===== config.mk =====
export PLATFORM = sky130hd
export DESIGN_NAME = coap_message_parser
export DESIGN_NICKNAME = d
export VERILOG_FILES = /design/src/hdl/cmp_pkg.sv /design/src/hdl/cmp_front.sv /design/src/hdl/cmp_back.sv /design/src/hdl/cmp_rec_queue.sv /design/src/hdl/coap_message_parser.sv
export SDC_FILE = /design/constraint.sdc
export NUM_CORES = 1
export LEC_CHECK = 0
export BUFFER_PORTS_ARGS = -buffer_cell sky130_fd_sc_hd__clkbuf_2
export CORE_ASPECT_RATIO = 0.5
export CORE_MARGIN = 4
export CORE_UTILIZATION = 55
export CTS_CLUSTER_DIAMETER = 100
export CTS_CLUSTER_SIZE = 10
export DETAILED_ROUTE_END_ITERATION = 8
export GPL_ROUTABILITY_DRIVEN = 0
export PLACE_DENSITY = 0.79
export SLEW_MARGIN = 25
export SYNTH_ARGS = -nofsm -noshare
export SYNTH_HDL_FRONTEND = slang
export SYNTH_HIERARCHICAL = 1
export SYNTH_SLANG_ARGS = --single-unit

===== constraint.sdc =====
create_clock -name clk_i -period 22 [get_ports clk_i]
set_clock_uncertainty 0.15 [all_clocks]
set_input_delay 2.2 -clock clk_i [delete_from_list [all_inputs] [get_ports clk_i]]
set_output_delay 2.2 -clock clk_i [all_outputs]
set_load 0.01 [all_outputs]

===== src/hdl/cmp_pkg.sv =====
`timescale 1ns / 1ps
// ----------------------------------------------------------------------------
// CoAP message parser package
// Shared types and constants for the byte classifier, the option parser and
// the record queue.
// ----------------------------------------------------------------------------
package cmp_pkg;

  // Default limit on accepted options per message.
  localparam int unsigned MAX_OPTIONS_DEF = 16;
  // Longest token that the header may announce.
  localparam logic [3:0] MAX_TOKEN = 4'd8;

  // Depth of the classified byte queue and of the record queue.
  localparam int unsigned FQ_DEPTH = 2;
  localparam int unsigned RQ_DEPTH = 4;

  // Option header nibbles with a special meaning.
  localparam logic [3:0] NIB_EXT1 = 4'd13;
  localparam logic [3:0] NIB_EXT2 = 4'd14;
  localparam logic [3:0] NIB_STOP = 4'd15;
  localparam logic [7:0] PAYLOAD_MARKER = 8'hFF;

  // Offsets added to one-byte and two-byte extensions.
  localparam logic [15:0] EXT1_BIAS = 16'd13;
  localparam logic [15:0] EXT2_BIAS = 16'd269;

  // Record kinds.
  localparam logic REC_OPTION = 1'b0;
  localparam logic REC_END    = 1'b1;

  typedef enum logic [2:0] {
    ST_OK         = 3'd0,
    ST_SHORT_HDR  = 3'd1,
    ST_TOKEN_LONG = 3'd2,
    ST_TOKEN_CUT  = 3'd3,
    ST_OPT_ERR    = 3'd4
  } status_e;

  // Class of the delta nibble of a byte, worked out when the byte enters.
  typedef enum logic [1:0] {
    DK_PLAIN,
    DK_EXT1,
    DK_EXT2,
    DK_STOP
  } dkind_e;

  typedef struct packed {
    logic [7:0] data;
    logic       last;
    logic       marker;
    dkind_e     dkind;
  } byte_t;

  typedef struct packed {
    logic        kind;
    logic [15:0] option_number;
    logic [15:0] opt_len;
    logic [15:0] data_offset;
    logic [2:0]  status;
    logic [1:0]  version;
    logic [1:0]  msg_type;
    logic [3:0]  token_length;
    logic [7:0]  code;
    logic [15:0] message_id;
    logic [4:0]  option_count;
    logic [15:0] payload_length;
  } rec_t;

  // Up to two records written into the record queue in one cycle.
  typedef struct packed {
    logic en0;
    logic en1;
    rec_t rec0;
    rec_t rec1;
  } rq_wr_t;

endpackage


===== src/hdl/cmp_front.sv =====
`timescale 1ns / 1ps
// ----------------------------------------------------------------------------
// CoAP byte classifier
// Accepts packet bytes, tags each with its option nibble class and holds
// them in a short queue for the option parser.
// ----------------------------------------------------------------------------
module cmp_front (
  input  logic          clk_i,
  input  logic          rst_ni,
  input  logic          push,
  output logic          full,
  input  logic [7:0]    data_byte_i,
  input  logic          last_byte_i,
  output logic          valid_o,
  input  logic          take_i,
  output cmp_pkg::byte_t byte_o
);
  import cmp_pkg::*;

  localparam int unsigned AW = $clog2(FQ_DEPTH);

  byte_t          mem_q [FQ_DEPTH];
  logic  [AW:0]   wr_q, wr_d, rd_q, rd_d;
  byte_t          cls;
  logic           wr_en;

  always_comb begin
    cls.data   = data_byte_i;
    cls.last   = last_byte_i;
    cls.marker = (data_byte_i == PAYLOAD_MARKER);
    case (data_byte_i[7:4])
      NIB_EXT1: cls.dkind = DK_EXT1;
      NIB_EXT2: cls.dkind = DK_EXT2;
      NIB_STOP: cls.dkind = DK_STOP;
      default:  cls.dkind = DK_PLAIN;
    endcase
  end

  assign full    = (wr_q[AW] != rd_q[AW]) && (wr_q[AW-1:0] == rd_q[AW-1:0]);
  assign valid_o = (wr_q != rd_q);
  assign byte_o  = mem_q[rd_q[AW-1:0]];
  assign wr_en   = push && !full;

  assign wr_d = wr_en ? wr_q + (AW+1)'(1) : wr_q;
  assign rd_d = (take_i && valid_o) ? rd_q + (AW+1)'(1) : rd_q;

  always_ff @(posedge clk_i or negedge rst_ni) begin
    if (!rst_ni) begin
      wr_q <= '0;
      rd_q <= '0;
    end else begin
      wr_q <= wr_d;
      rd_q <= rd_d;
    end
  end

  always_ff @(posedge clk_i) begin
    if (wr_en) begin
      mem_q[wr_q[AW-1:0]] <= cls;
    end
  end

endmodule


===== src/hdl/cmp_back.sv =====
`timescale 1ns / 1ps
// ----------------------------------------------------------------------------
// CoAP option parser
// Walks header, token and options one classified byte per cycle while the
// record queue has room, and writes option and end records into it.
// ----------------------------------------------------------------------------
module cmp_back #(
  parameter int unsigned MAX_OPTIONS = cmp_pkg::MAX_OPTIONS_DEF
) (
  input  logic            clk_i,
  input  logic            rst_ni,
  input  logic            valid_i,
  output logic            take_o,
  input  cmp_pkg::byte_t  byte_i,
  input  logic            room_i,
  output cmp_pkg::rq_wr_t wr_o
);
  import cmp_pkg::*;

  localparam int unsigned CntW = $clog2(MAX_OPTIONS + 1);
  localparam logic [CntW-1:0] MaxOpt = CntW'(MAX_OPTIONS);

  typedef enum logic [3:0] {
    PH_HDR0, PH_HDR1, PH_HDR2, PH_HDR3,
    PH_TOKEN, PH_OPT,
    PH_DX1, PH_DXH, PH_DXL,
    PH_LX1, PH_LXH, PH_LXL,
    PH_VALUE, PH_MARK, PH_PAYLOAD, PH_IGNORE
  } phase_e;

  phase_e          phase_q, phase_d;
  logic [15:0]     cnt_q, cnt_d;
  logic [15:0]     running_q, running_d;
  logic [15:0]     delta_q, delta_d;
  logic [15:0]     len_q, len_d;
  logic [3:0]      lnib_q, lnib_d;
  logic [15:0]     remain_q, remain_d;
  logic [15:0]     vstart_q, vstart_d;
  logic [31:0]     hdr_q, hdr_d;
  logic [CntW-1:0] seen_q, seen_d;
  status_e         err_q, err_d;
  logic [15:0]     pstart_q, pstart_d;

  logic            do_len, do_fin, do_cmp;
  logic            opt_emit;
  logic [7:0]      b;
  status_e         st;
  logic [15:0]     poff, plen;
  logic [4:0]      end_cnt;
  rec_t            opt_rec, end_rec;

  function automatic logic [15:0] sat_next(input logic [15:0] v);
    return (v == 16'hFFFF) ? v : v + 16'd1;
  endfunction

  function automatic rec_t make_rec(
    input logic        kind,
    input logic [15:0] num,
    input logic [15:0] len,
    input logic [15:0] off,
    input status_e     stat,
    input logic [4:0]  cnt,
    input logic [15:0] pl,
    input logic [31:0] hw
  );
    rec_t r;
    r.kind           = kind;
    r.option_number  = num;
    r.opt_len        = len;
    r.data_offset    = off;
    r.status         = stat;
    r.version        = hw[31:30];
    r.msg_type       = hw[29:28];
    r.token_length   = hw[27:24];
    r.code           = hw[23:16];
    r.message_id     = hw[15:0];
    r.option_count   = cnt;
    r.payload_length = pl;
    return r;
  endfunction

  assign take_o = valid_i && room_i;
  assign b      = byte_i.data;

  always_comb begin
    phase_d   = phase_q;
    cnt_d     = cnt_q;
    running_d = running_q;
    delta_d   = delta_q;
    len_d     = len_q;
    lnib_d    = lnib_q;
    remain_d  = remain_q;
    vstart_d  = vstart_q;
    hdr_d     = hdr_q;
    seen_d    = seen_q;
    err_d     = err_q;
    pstart_d  = pstart_q;
    do_len    = 1'b0;
    do_fin    = 1'b0;
    do_cmp    = 1'b0;
    opt_emit  = 1'b0;
    st        = ST_OK;
    poff      = '0;
    plen      = '0;
    end_cnt   = '0;

    if (take_o) begin
      case (phase_q)
        PH_HDR0: begin
          hdr_d[31:24] = b;
          phase_d      = PH_HDR1;
        end
        PH_HDR1: begin
          hdr_d[23:16] = b;
          phase_d      = PH_HDR2;
        end
        PH_HDR2: begin
          hdr_d[15:8] = b;
          phase_d     = PH_HDR3;
        end
        PH_HDR3: begin
          hdr_d[7:0] = b;
          if (hdr_q[27:24] > MAX_TOKEN) begin
            err_d   = ST_TOKEN_LONG;
            phase_d = PH_IGNORE;
          end else if (hdr_q[27:24] == 4'd0) begin
            phase_d = PH_OPT;
          end else begin
            remain_d = 16'(hdr_q[27:24]);
            phase_d  = PH_TOKEN;
          end
        end
        PH_TOKEN: begin
          remain_d = remain_q - 16'd1;
          if (remain_d == 16'd0) begin
            phase_d = PH_OPT;
          end
        end
        PH_OPT: begin
          if (byte_i.marker) begin
            pstart_d = sat_next(cnt_q);
            phase_d  = PH_MARK;
          end else begin
            lnib_d = b[3:0];
            case (byte_i.dkind)
              DK_STOP: phase_d = PH_IGNORE;
              DK_EXT1: phase_d = PH_DX1;
              DK_EXT2: phase_d = PH_DXH;
              default: begin
                delta_d = {12'd0, b[7:4]};
                do_len  = 1'b1;
              end
            endcase
          end
        end
        PH_DX1: begin
          delta_d = {8'd0, b} + EXT1_BIAS;
          do_len  = 1'b1;
        end
        PH_DXH: begin
          delta_d = {b, 8'd0};
          phase_d = PH_DXL;
        end
        PH_DXL: begin
          delta_d = {delta_q[15:8], b} + EXT2_BIAS;
          do_len  = 1'b1;
        end
        PH_LX1: begin
          len_d  = {8'd0, b} + EXT1_BIAS;
          do_fin = 1'b1;
        end
        PH_LXH: begin
          len_d   = {b, 8'd0};
          phase_d = PH_LXL;
        end
        PH_LXL: begin
          len_d  = {len_q[15:8], b} + EXT2_BIAS;
          do_fin = 1'b1;
        end
        PH_VALUE: begin
          remain_d = remain_q - 16'd1;
          if (remain_d == 16'd0) begin
            do_cmp = 1'b1;
          end
        end
        PH_MARK: begin
          phase_d = PH_PAYLOAD;
        end
        default: begin
        end
      endcase

      // Length nibble of the option header, once the delta is known.
      if (do_len) begin
        if (lnib_d == NIB_EXT1) begin
          phase_d = PH_LX1;
        end else if (lnib_d == NIB_EXT2) begin
          phase_d = PH_LXH;
        end else begin
          len_d  = {12'd0, lnib_d};
          do_fin = 1'b1;
        end
      end

      // Option header complete: the value starts with the next byte.
      if (do_fin) begin
        remain_d = len_d;
        vstart_d = sat_next(cnt_q);
        if (len_d == 16'd0) begin
          do_cmp = 1'b1;
        end else begin
          phase_d = PH_VALUE;
        end
      end

      if (do_cmp) begin
        if (seen_q >= MaxOpt) begin
          err_d   = ST_OPT_ERR;
          phase_d = PH_IGNORE;
        end else begin
          running_d = running_q + delta_d;
          seen_d    = seen_q + CntW'(1);
          opt_emit  = 1'b1;
          phase_d   = PH_OPT;
        end
      end

      cnt_d = sat_next(cnt_q);

      if (byte_i.last) begin
        if (phase_q == PH_HDR0 || phase_q == PH_HDR1 || phase_q == PH_HDR2) begin
          st = ST_SHORT_HDR;
        end else if (phase_d == PH_IGNORE) begin
          st = err_d;
        end else if (phase_d == PH_TOKEN) begin
          st = ST_TOKEN_CUT;
        end else if (phase_d == PH_DX1 || phase_d == PH_DXH || phase_d == PH_DXL ||
                     phase_d == PH_LX1 || phase_d == PH_LXH || phase_d == PH_LXL ||
                     phase_d == PH_VALUE) begin
          st = ST_OPT_ERR;
        end else if (phase_d == PH_PAYLOAD) begin
          poff = pstart_d;
          plen = cnt_d - pstart_d;
        end
        if (st == ST_OK || st == ST_OPT_ERR) begin
          end_cnt = 5'(seen_d);
        end
      end
    end

    opt_rec = make_rec(REC_OPTION, running_d, len_d, vstart_d, ST_OK,
                       5'(seen_d), 16'd0, hdr_d);
    end_rec = make_rec(REC_END, running_d, 16'd0, poff, st, end_cnt, plen, hdr_d);

    // An option record always goes ahead of the end record of the same byte.
    wr_o.en0  = take_o && (opt_emit || byte_i.last);
    wr_o.en1  = take_o && opt_emit && byte_i.last;
    wr_o.rec0 = opt_emit ? opt_rec : end_rec;
    wr_o.rec1 = end_rec;

    // The message is over: start the next one from scratch.
    if (take_o && byte_i.last) begin
      phase_d   = PH_HDR0;
      cnt_d     = '0;
      running_d = '0;
      delta_d   = '0;
      len_d     = '0;
      lnib_d    = '0;
      remain_d  = '0;
      vstart_d  = '0;
      hdr_d     = '0;
      seen_d    = '0;
      err_d     = ST_OK;
      pstart_d  = '0;
    end
  end

  always_ff @(posedge clk_i or negedge rst_ni) begin
    if (!rst_ni) begin
      phase_q   <= PH_HDR0;
      cnt_q     <= '0;
      running_q <= '0;
      delta_q   <= '0;
      len_q     <= '0;
      lnib_q    <= '0;
      remain_q  <= '0;
      vstart_q  <= '0;
      hdr_q     <= '0;
      seen_q    <= '0;
      err_q     <= ST_OK;
      pstart_q  <= '0;
    end else begin
      phase_q   <= phase_d;
      cnt_q     <= cnt_d;
      running_q <= running_d;
      delta_q   <= delta_d;
      len_q     <= len_d;
      lnib_q    <= lnib_d;
      remain_q  <= remain_d;
      vstart_q  <= vstart_d;
      hdr_q     <= hdr_d;
      seen_q    <= seen_d;
      err_q     <= err_d;
      pstart_q  <= pstart_d;
    end
  end

endmodule


===== src/hdl/cmp_rec_queue.sv =====
`timescale 1ns / 1ps
// ----------------------------------------------------------------------------
// CoAP record queue
// Holds finished records; takes up to two in a cycle and hands out the
// oldest one.
// ----------------------------------------------------------------------------
module cmp_rec_queue (
  input  logic            clk_i,
  input  logic            rst_ni,
  input  cmp_pkg::rq_wr_t wr_i,
  output logic            room_o,
  output logic            empty,
  input  logic            pop,
  output cmp_pkg::rec_t   rec_o
);
  import cmp_pkg::*;

  localparam int unsigned AW = $clog2(RQ_DEPTH);

  rec_t            mem_q [RQ_DEPTH];
  logic [AW-1:0]   wr_q, wr_d, rd_q, rd_d, wr_nxt;
  logic [AW:0]     cnt_q, cnt_d;
  logic            rd_en;

  assign empty  = (cnt_q == '0);
  assign room_o = (cnt_q <= (AW+1)'(RQ_DEPTH - 2));
  assign rec_o  = mem_q[rd_q];
  assign rd_en  = pop && !empty;
  assign wr_nxt = wr_q + AW'(1);

  always_comb begin
    wr_d  = wr_q + AW'(wr_i.en0) + AW'(wr_i.en1);
    rd_d  = rd_en ? rd_q + AW'(1) : rd_q;
    cnt_d = cnt_q + (AW+1)'(wr_i.en0) + (AW+1)'(wr_i.en1) - (AW+1)'(rd_en);
  end

  always_ff @(posedge clk_i or negedge rst_ni) begin
    if (!rst_ni) begin
      wr_q  <= '0;
      rd_q  <= '0;
      cnt_q <= '0;
    end else begin
      wr_q  <= wr_d;
      rd_q  <= rd_d;
      cnt_q <= cnt_d;
    end
  end

  always_ff @(posedge clk_i) begin
    if (wr_i.en0) begin
      mem_q[wr_q] <= wr_i.rec0;
    end
    if (wr_i.en1) begin
      mem_q[wr_nxt] <= wr_i.rec1;
    end
  end

endmodule


===== src/hdl/coap_message_parser.sv =====
`timescale 1ns / 1ps
// ----------------------------------------------------------------------------
// CoAP message parser
// Decodes a CoAP packet fed one byte per request and returns option records
// and one end-of-message record per packet.
// ----------------------------------------------------------------------------
// The parser takes one packet byte per clock and keeps that rate for as long
// as results are popped. Bytes go through a classifier with a two-entry
// queue, then into the option parser, which updates its state once for each
// byte, and finally into a four-entry record queue. An accepted byte is
// registered in the classifier queue; the parser then registers its records
// in the record queue, from whose head they are popped on the result ports.
// One byte yields at most two records (the last option of a packet followed
// by its end record); the result side hands out one record per cycle, so
// the record queue absorbs the extra record of such a byte.
// The parser only takes a byte while the record queue has room for two
// records, so full rises when results are not popped. The end record is
// always the last record of a packet, and the parser returns to its reset
// state right after it, ready for the next packet. No clearing pass is needed
// after reset. MAX_OPTIONS sets how many options one packet may carry before
// the option error status is given.
// ----------------------------------------------------------------------------
module coap_message_parser #(
  parameter int unsigned MAX_OPTIONS = cmp_pkg::MAX_OPTIONS_DEF
) (
  input  logic        clk_i,
  input  logic        rst_ni,
  input  logic        push,
  output logic        full,
  input  logic [7:0]  data_byte_i,
  input  logic        last_byte_i,
  output logic        empty,
  input  logic        pop,
  output logic        record_kind_o,
  output logic [15:0] option_number_o,
  output logic [15:0] opt_len_o,
  output logic [15:0] data_offset_o,
  output logic [2:0]  status_o,
  output logic [1:0]  version_o,
  output logic [1:0]  msg_type_o,
  output logic [3:0]  token_length_o,
  output logic [7:0]  code_o,
  output logic [15:0] message_id_o,
  output logic [4:0]  option_count_o,
  output logic [15:0] payload_length_o
);
  import cmp_pkg::*;

  // Classified bytes travelling from the front queue to the parser.
  logic   byte_valid;
  logic   byte_take;
  byte_t  cls_byte;

  // Record writes from the parser and the queue's free-space flag.
  rq_wr_t rq_wr;
  logic   rq_room;
  rec_t   head;

  cmp_front u_front (
    .clk_i       (clk_i),
    .rst_ni      (rst_ni),
    .push        (push),
    .full        (full),
    .data_byte_i (data_byte_i),
    .last_byte_i (last_byte_i),
    .valid_o     (byte_valid),
    .take_i      (byte_take),
    .byte_o      (cls_byte)
  );

  cmp_back #(
    .MAX_OPTIONS (MAX_OPTIONS)
  ) u_back (
    .clk_i   (clk_i),
    .rst_ni  (rst_ni),
    .valid_i (byte_valid),
    .take_o  (byte_take),
    .byte_i  (cls_byte),
    .room_i  (rq_room),
    .wr_o    (rq_wr)
  );

  cmp_rec_queue u_rec_queue (
    .clk_i  (clk_i),
    .rst_ni (rst_ni),
    .wr_i   (rq_wr),
    .room_o (rq_room),
    .empty  (empty),
    .pop    (pop),
    .rec_o  (head)
  );

  // The oldest record sits on the result ports while empty is low.
  assign record_kind_o    = head.kind;
  assign option_number_o  = head.option_number;
  assign opt_len_o        = head.opt_len;
  assign data_offset_o    = head.data_offset;
  assign status_o         = head.status;
  assign version_o        = head.version;
  assign msg_type_o       = head.msg_type;
  assign token_length_o   = head.token_length;
  assign code_o           = head.code;
  assign message_id_o     = head.message_id;
  assign option_count_o   = head.option_count;
  assign payload_length_o = head.payload_length;

endmodule


==> summary.md <==
| Metric | Value |
|---|---|
| Run status | finished, final reports clean |
| Warnings, synthesis | 6 |
| Gr busiest metal | met2 |
| Setup TNS | 0 ns |
| Register-to-Register Path Depth | 15 |
| FP Rows | 63 |
| Synthesized instance count | 2564 |
| Cts hold-fix bufs | 0 |
| Final min period | between 7 and 8 ns |
| Post-synthesis compound-gate area fraction | 0.0750 |
| GR Layer Usage met2 | 0.402 |
| Ant. Diodes | 0 |
| CP Class | reg -> reg |
| Reg2Reg Setup Slack | 14.27 ns |
| Clk_lat worst skew | 0.61 ns |
| Drt first-iter violations | about 2300 |
| Worst slew pin tran | 1.11 ns |
| Non-Filler Instances | 3452 |
| Count of final hold-check violations | 0 |
| Leak pwr | 14.2 nW |
| IO buf count | 119 |
| Gr usage total | 0.246 |
| Die width | 358 um |
| Synth top area cells | edfxtp_1, mux2_2, dfrtp_1 |
| Pwr Density | between 100 and 150 mW/mm^2 |
| Die area | 0.0655 sq mm |
| Postcts setup bufs | 0 |
| Layout area overhead | 8.42% |
| Worst hold margin | 0.333 ns |
| H-Tree Depth | 3 |
| Worst-path clk slew | 0.06 ns |
| CP startpoint | u_front/rd_q[0]$_DFFE_PN0P_ |
| Post-cts resize count | 0 |
| Post-synthesis xor/xnor area fraction | 0.0156 |
| Finish-stage setup viols | 0 |
| Period utilisation layout | 0.352 |
| CTS tree | built |
| Core ar. | 0.0599 sq mm |
| Critical path capture point | u_rec_queue/mem_q[1][72]$_DFFE_PP_ |
| WP data arrival | 7.91 ns |
| Mapped cell area | 0.0337 sq mm |
| Rel. slew slack | 0.262 |
| Most area-hungry cell type in the Yosys netlist | edfxtp_1 |
| Via/cell ratio | 6.32 |
| Largest net degree at the start of global routing | 74 |
| Worst R2R End | u_rec_queue/mem_q[1][72]$_DFFE_PP_ |
| Initial antenna violation count | 0 |
| GR Util met3 | 0.0405 |
| I/O pin cnt | 120 |
| Final ANT Viol Nets | 0 |
| Power Total | 4.30 mW |
| WP data required | 22.17 ns |
| CTS buffer count | 71 |
| Number of distinct library cells after synthesis | 96 |
| Dominant synthesized flop cell | edfxtp_1 |
| Worst-path fanout max | 56 |
| Synthesized-area fraction occupied by adder cells | 0.0171 |
| Die Y | 183 um |
| DRC | 0 |
| Simple-gate share of the synthesized area | 0.0870 |
| Longest Clk Path Bufs | 3 |
| Initial core utilization | 0.562 |
| F_max | 129 MHz |
| Synth async-reset ratio | 0.278 |
| Total gr overflow | 0 |
| CP Capture Type | register |
| Unrepaired setup endpoints after global routing | false |
| Detailed-route wire length per cell | 23.3 um |
| Hold Path Class | reg -> reg |
| Layout cells sized above 1 | 0.325 |
| Mapped Avg Cell Area | 13.1 sq um |
| Post-synth top area share | 0.396 |
| Worst r2r src | u_front/rd_q[0]$_DFFE_PN0P_ |
| Seq/Total Area, Yosys | 0.523 |
| GRT met1 Usage | 0.346 |
| DP Wirelength | 49.5 mm |
| First-pass DRT Iterations | 9 |
| Fraction of synthesized area in multiplexers | 0.240 |
| Vias in the first global route | 22000 |
| Layout Nets | 2638 |
| Dpl cells | 3321 |
| Critical Path Source Type | register |
| Vias | 21800 |
| Slew Viols, Final | 0 |
| First-pass GRT wire length | 127 mm |
| Final wirelength | 80.6 mm |
| Post-synthesis register bit count | 615 |
| Worst IR drop on VDD | ~0.000074 V |
| Root Buffer | clkbuf_16 |
| Number of synthesized flops with an enable pin | 444 |
| Max Cap Viol | 0 |
| Largest family of logic cells by synthesized area | multiplexers |
| Total number of clock tree sinks | 615 |
==> how the worst min path moves through the flow <==
stage / end / cells after the start / start / slack (ns)
3_5_place_dp: u_back/len_q[0]$_DFF_PN0_ / 2 / u_back/len_q[0]$_DFF_PN0_ / 0.32
5_1_grt: u_back/pstart_q[0]$_DFFE_PN0N_ / 1 / u_back/pstart_q[0]$_DFFE_PN0N_ / 0.37
6_report: u_back/pstart_q[6]$_DFFE_PN0N_ / 2 / u_back/pstart_q[6]$_DFFE_PN0N_ / 0.33
4_1_cts: u_back/len_q[0]$_DFF_PN0_ / 2 / u_back/len_q[0]$_DFF_PN0_ / 0.33
3_3_place_gp: u_back/len_q[0]$_DFF_PN0_ / 2 / u_back/len_q[0]$_DFF_PN0_ / 0.31
2_1_floorplan: u_back/len_q[0]$_DFF_PN0_ / 2 / u_back/len_q[0]$_DFF_PN0_ / 0.29
==> synth_stat cells (all sizes together), types with 37 or more instances <==
| master | count |
|---|---|
| clkbuf | 65 |
| nor3 | 39 |
| xnor2 | 37 |
| dfrtp | 171 |
| nand3 | 37 |
| edfxtp | 444 |
| and2 | 56 |
| a21oi | 85 |
| mux4 | 105 |
| inv | 38 |
| nor2 | 157 |
| nand2 | 143 |
| o21ai | 127 |
| mux2 | 481 |
| ha | 38 |
| buf | 157 |
==> area by class of cell <==
class | count | area, sq um
fillers | 4470 | 23400
flip-flops and latches | 615 | 17600
multi-input cells | 1704 | 14800
clock buffers | 125 | 2020
well taps | 812 | 1020
repair buffers | 152 | 853
inverters | 38 | 143
clock inverters | 6 | 91.3
==> cells in the final DEF, fill, tap and decap left out, types with 9 or more instances in the layout <==
| cell type | netlist | final |
|---|---|---|
| nor3_1 | 38 | 38 |
| edfxtp_1 | 444 | 444 |
| o21ai_0 | 121 | 119 |
| mux2i_1 | 30 | 30 |
| a21o_1 | 15 | 15 |
| nor4_1 | 14 | 14 |
| nand4_1 | 12 | 12 |
| a21oi_1 | 83 | 83 |
| nand2b_1 | 23 | 23 |
| and3_1 | 18 | 18 |
| or3_1 | 11 | 11 |
| nor3b_1 | 9 | 9 |
| o21a_1 | 9 | 9 |
| and2_1 | 56 | 56 |
| a31oi_1 | 11 | 11 |
| nor2b_1 | 13 | 13 |
| conb_1 | 2 | 17 |
| o22ai_1 | 24 | 24 |
| xnor2_1 | 36 | 36 |
| buf_4 | 74 | 32 |
| clkbuf_16 | 0 | 73 |
| clkbuf_1 | 63 | 52 |
| nor2_1 | 157 | 152 |
| xor2_1 | 22 | 22 |
| ha_1 | 38 | 38 |
| clkbuf_2 | 2 | 118 |
| nand3_1 | 37 | 36 |
| nand2_1 | 141 | 139 |
| mux4_2 | 105 | 105 |
| inv_1 | 37 | 37 |
| a22o_1 | 30 | 30 |
| dfrtp_1 | 171 | 168 |
| mux2_2 | 479 | 479 |
==> logic make-up (layout without fill, tap and decap cells) <==
logic type | after synthesis | after routing
AOI/OAI and AO/OA | 391 | 391
xor gates and xnor gates | 59 | 59
buffers and inverters | 260 | 321
adders and majority gates | 43 | 43
other | 2 | 17
muxes | 616 | 616
DFF | 615 | 615
and+or+nand+nor | 578 | 578
==> critical path: stages, from the launching register on <==
cell,delay [ns]
dfrtp_1,0.79
mux2_2,0.54
ha_1,0.40
nor4_1,0.11
nor4b_1,0.50
mux2i_1,0.18
o22ai_1,0.19
nor2_1,0.08
or4_1,0.53
o21ai_2,0.41
nand2_1,0.19
nor2_1,0.56
nor3b_4,0.86
buf_4,0.64
buf_4,0.79
mux2_2,0.42
==> power by group <==
group | total (mW) | internal, mW | switching, mW
clock network | 1.09 | 0.626 | 0.467
registers | 1.61 | 1.47 | 0.140
logic | 1.59 | 0.624 | 0.969
==> stage by stage <==
stage / cell area, sq um / utilization / setup slack (ns)
6_report: 36500 / 0.610 / 14.27
5_1_grt: 36500 / 0.610 / 13.81
4_1_cts: 36500 / 0.609 / 14.34
3_5_place_dp: 34400 / 0.574 / 14.40
3_3_place_gp: 34400 / 0.574 / 14.60
2_1_floorplan: 33700 / - / 10.22
==> state kept, by name, summed over array words and instances, names as in the netlist, 3 cells and up <==
name and count:
u_rec_queue/cnt_q 3, u_back/remain_q 16, u_back/running_q 16, u_rec_queue/mem_q 420, u_back/seen_q 5, u_back/hdr_q 32, u_back/delta_q 16, u_back/len_q 16
u_back/phase_q 4, u_back/lnib_q 4, u_back/pstart_q 16, u_back/cnt_q 16, u_back/vstart_q 16, u_front/mem_q 24, u_back/err_q 3
==> metal layers <==
metal,vias up,routed length [um]
met2,892,38400
met3,180,5580
li1,9780,-
met5,-,0
met4,0,2110
met1,11000,34600
Note: power is estimated with default switching activity, not from simulation.
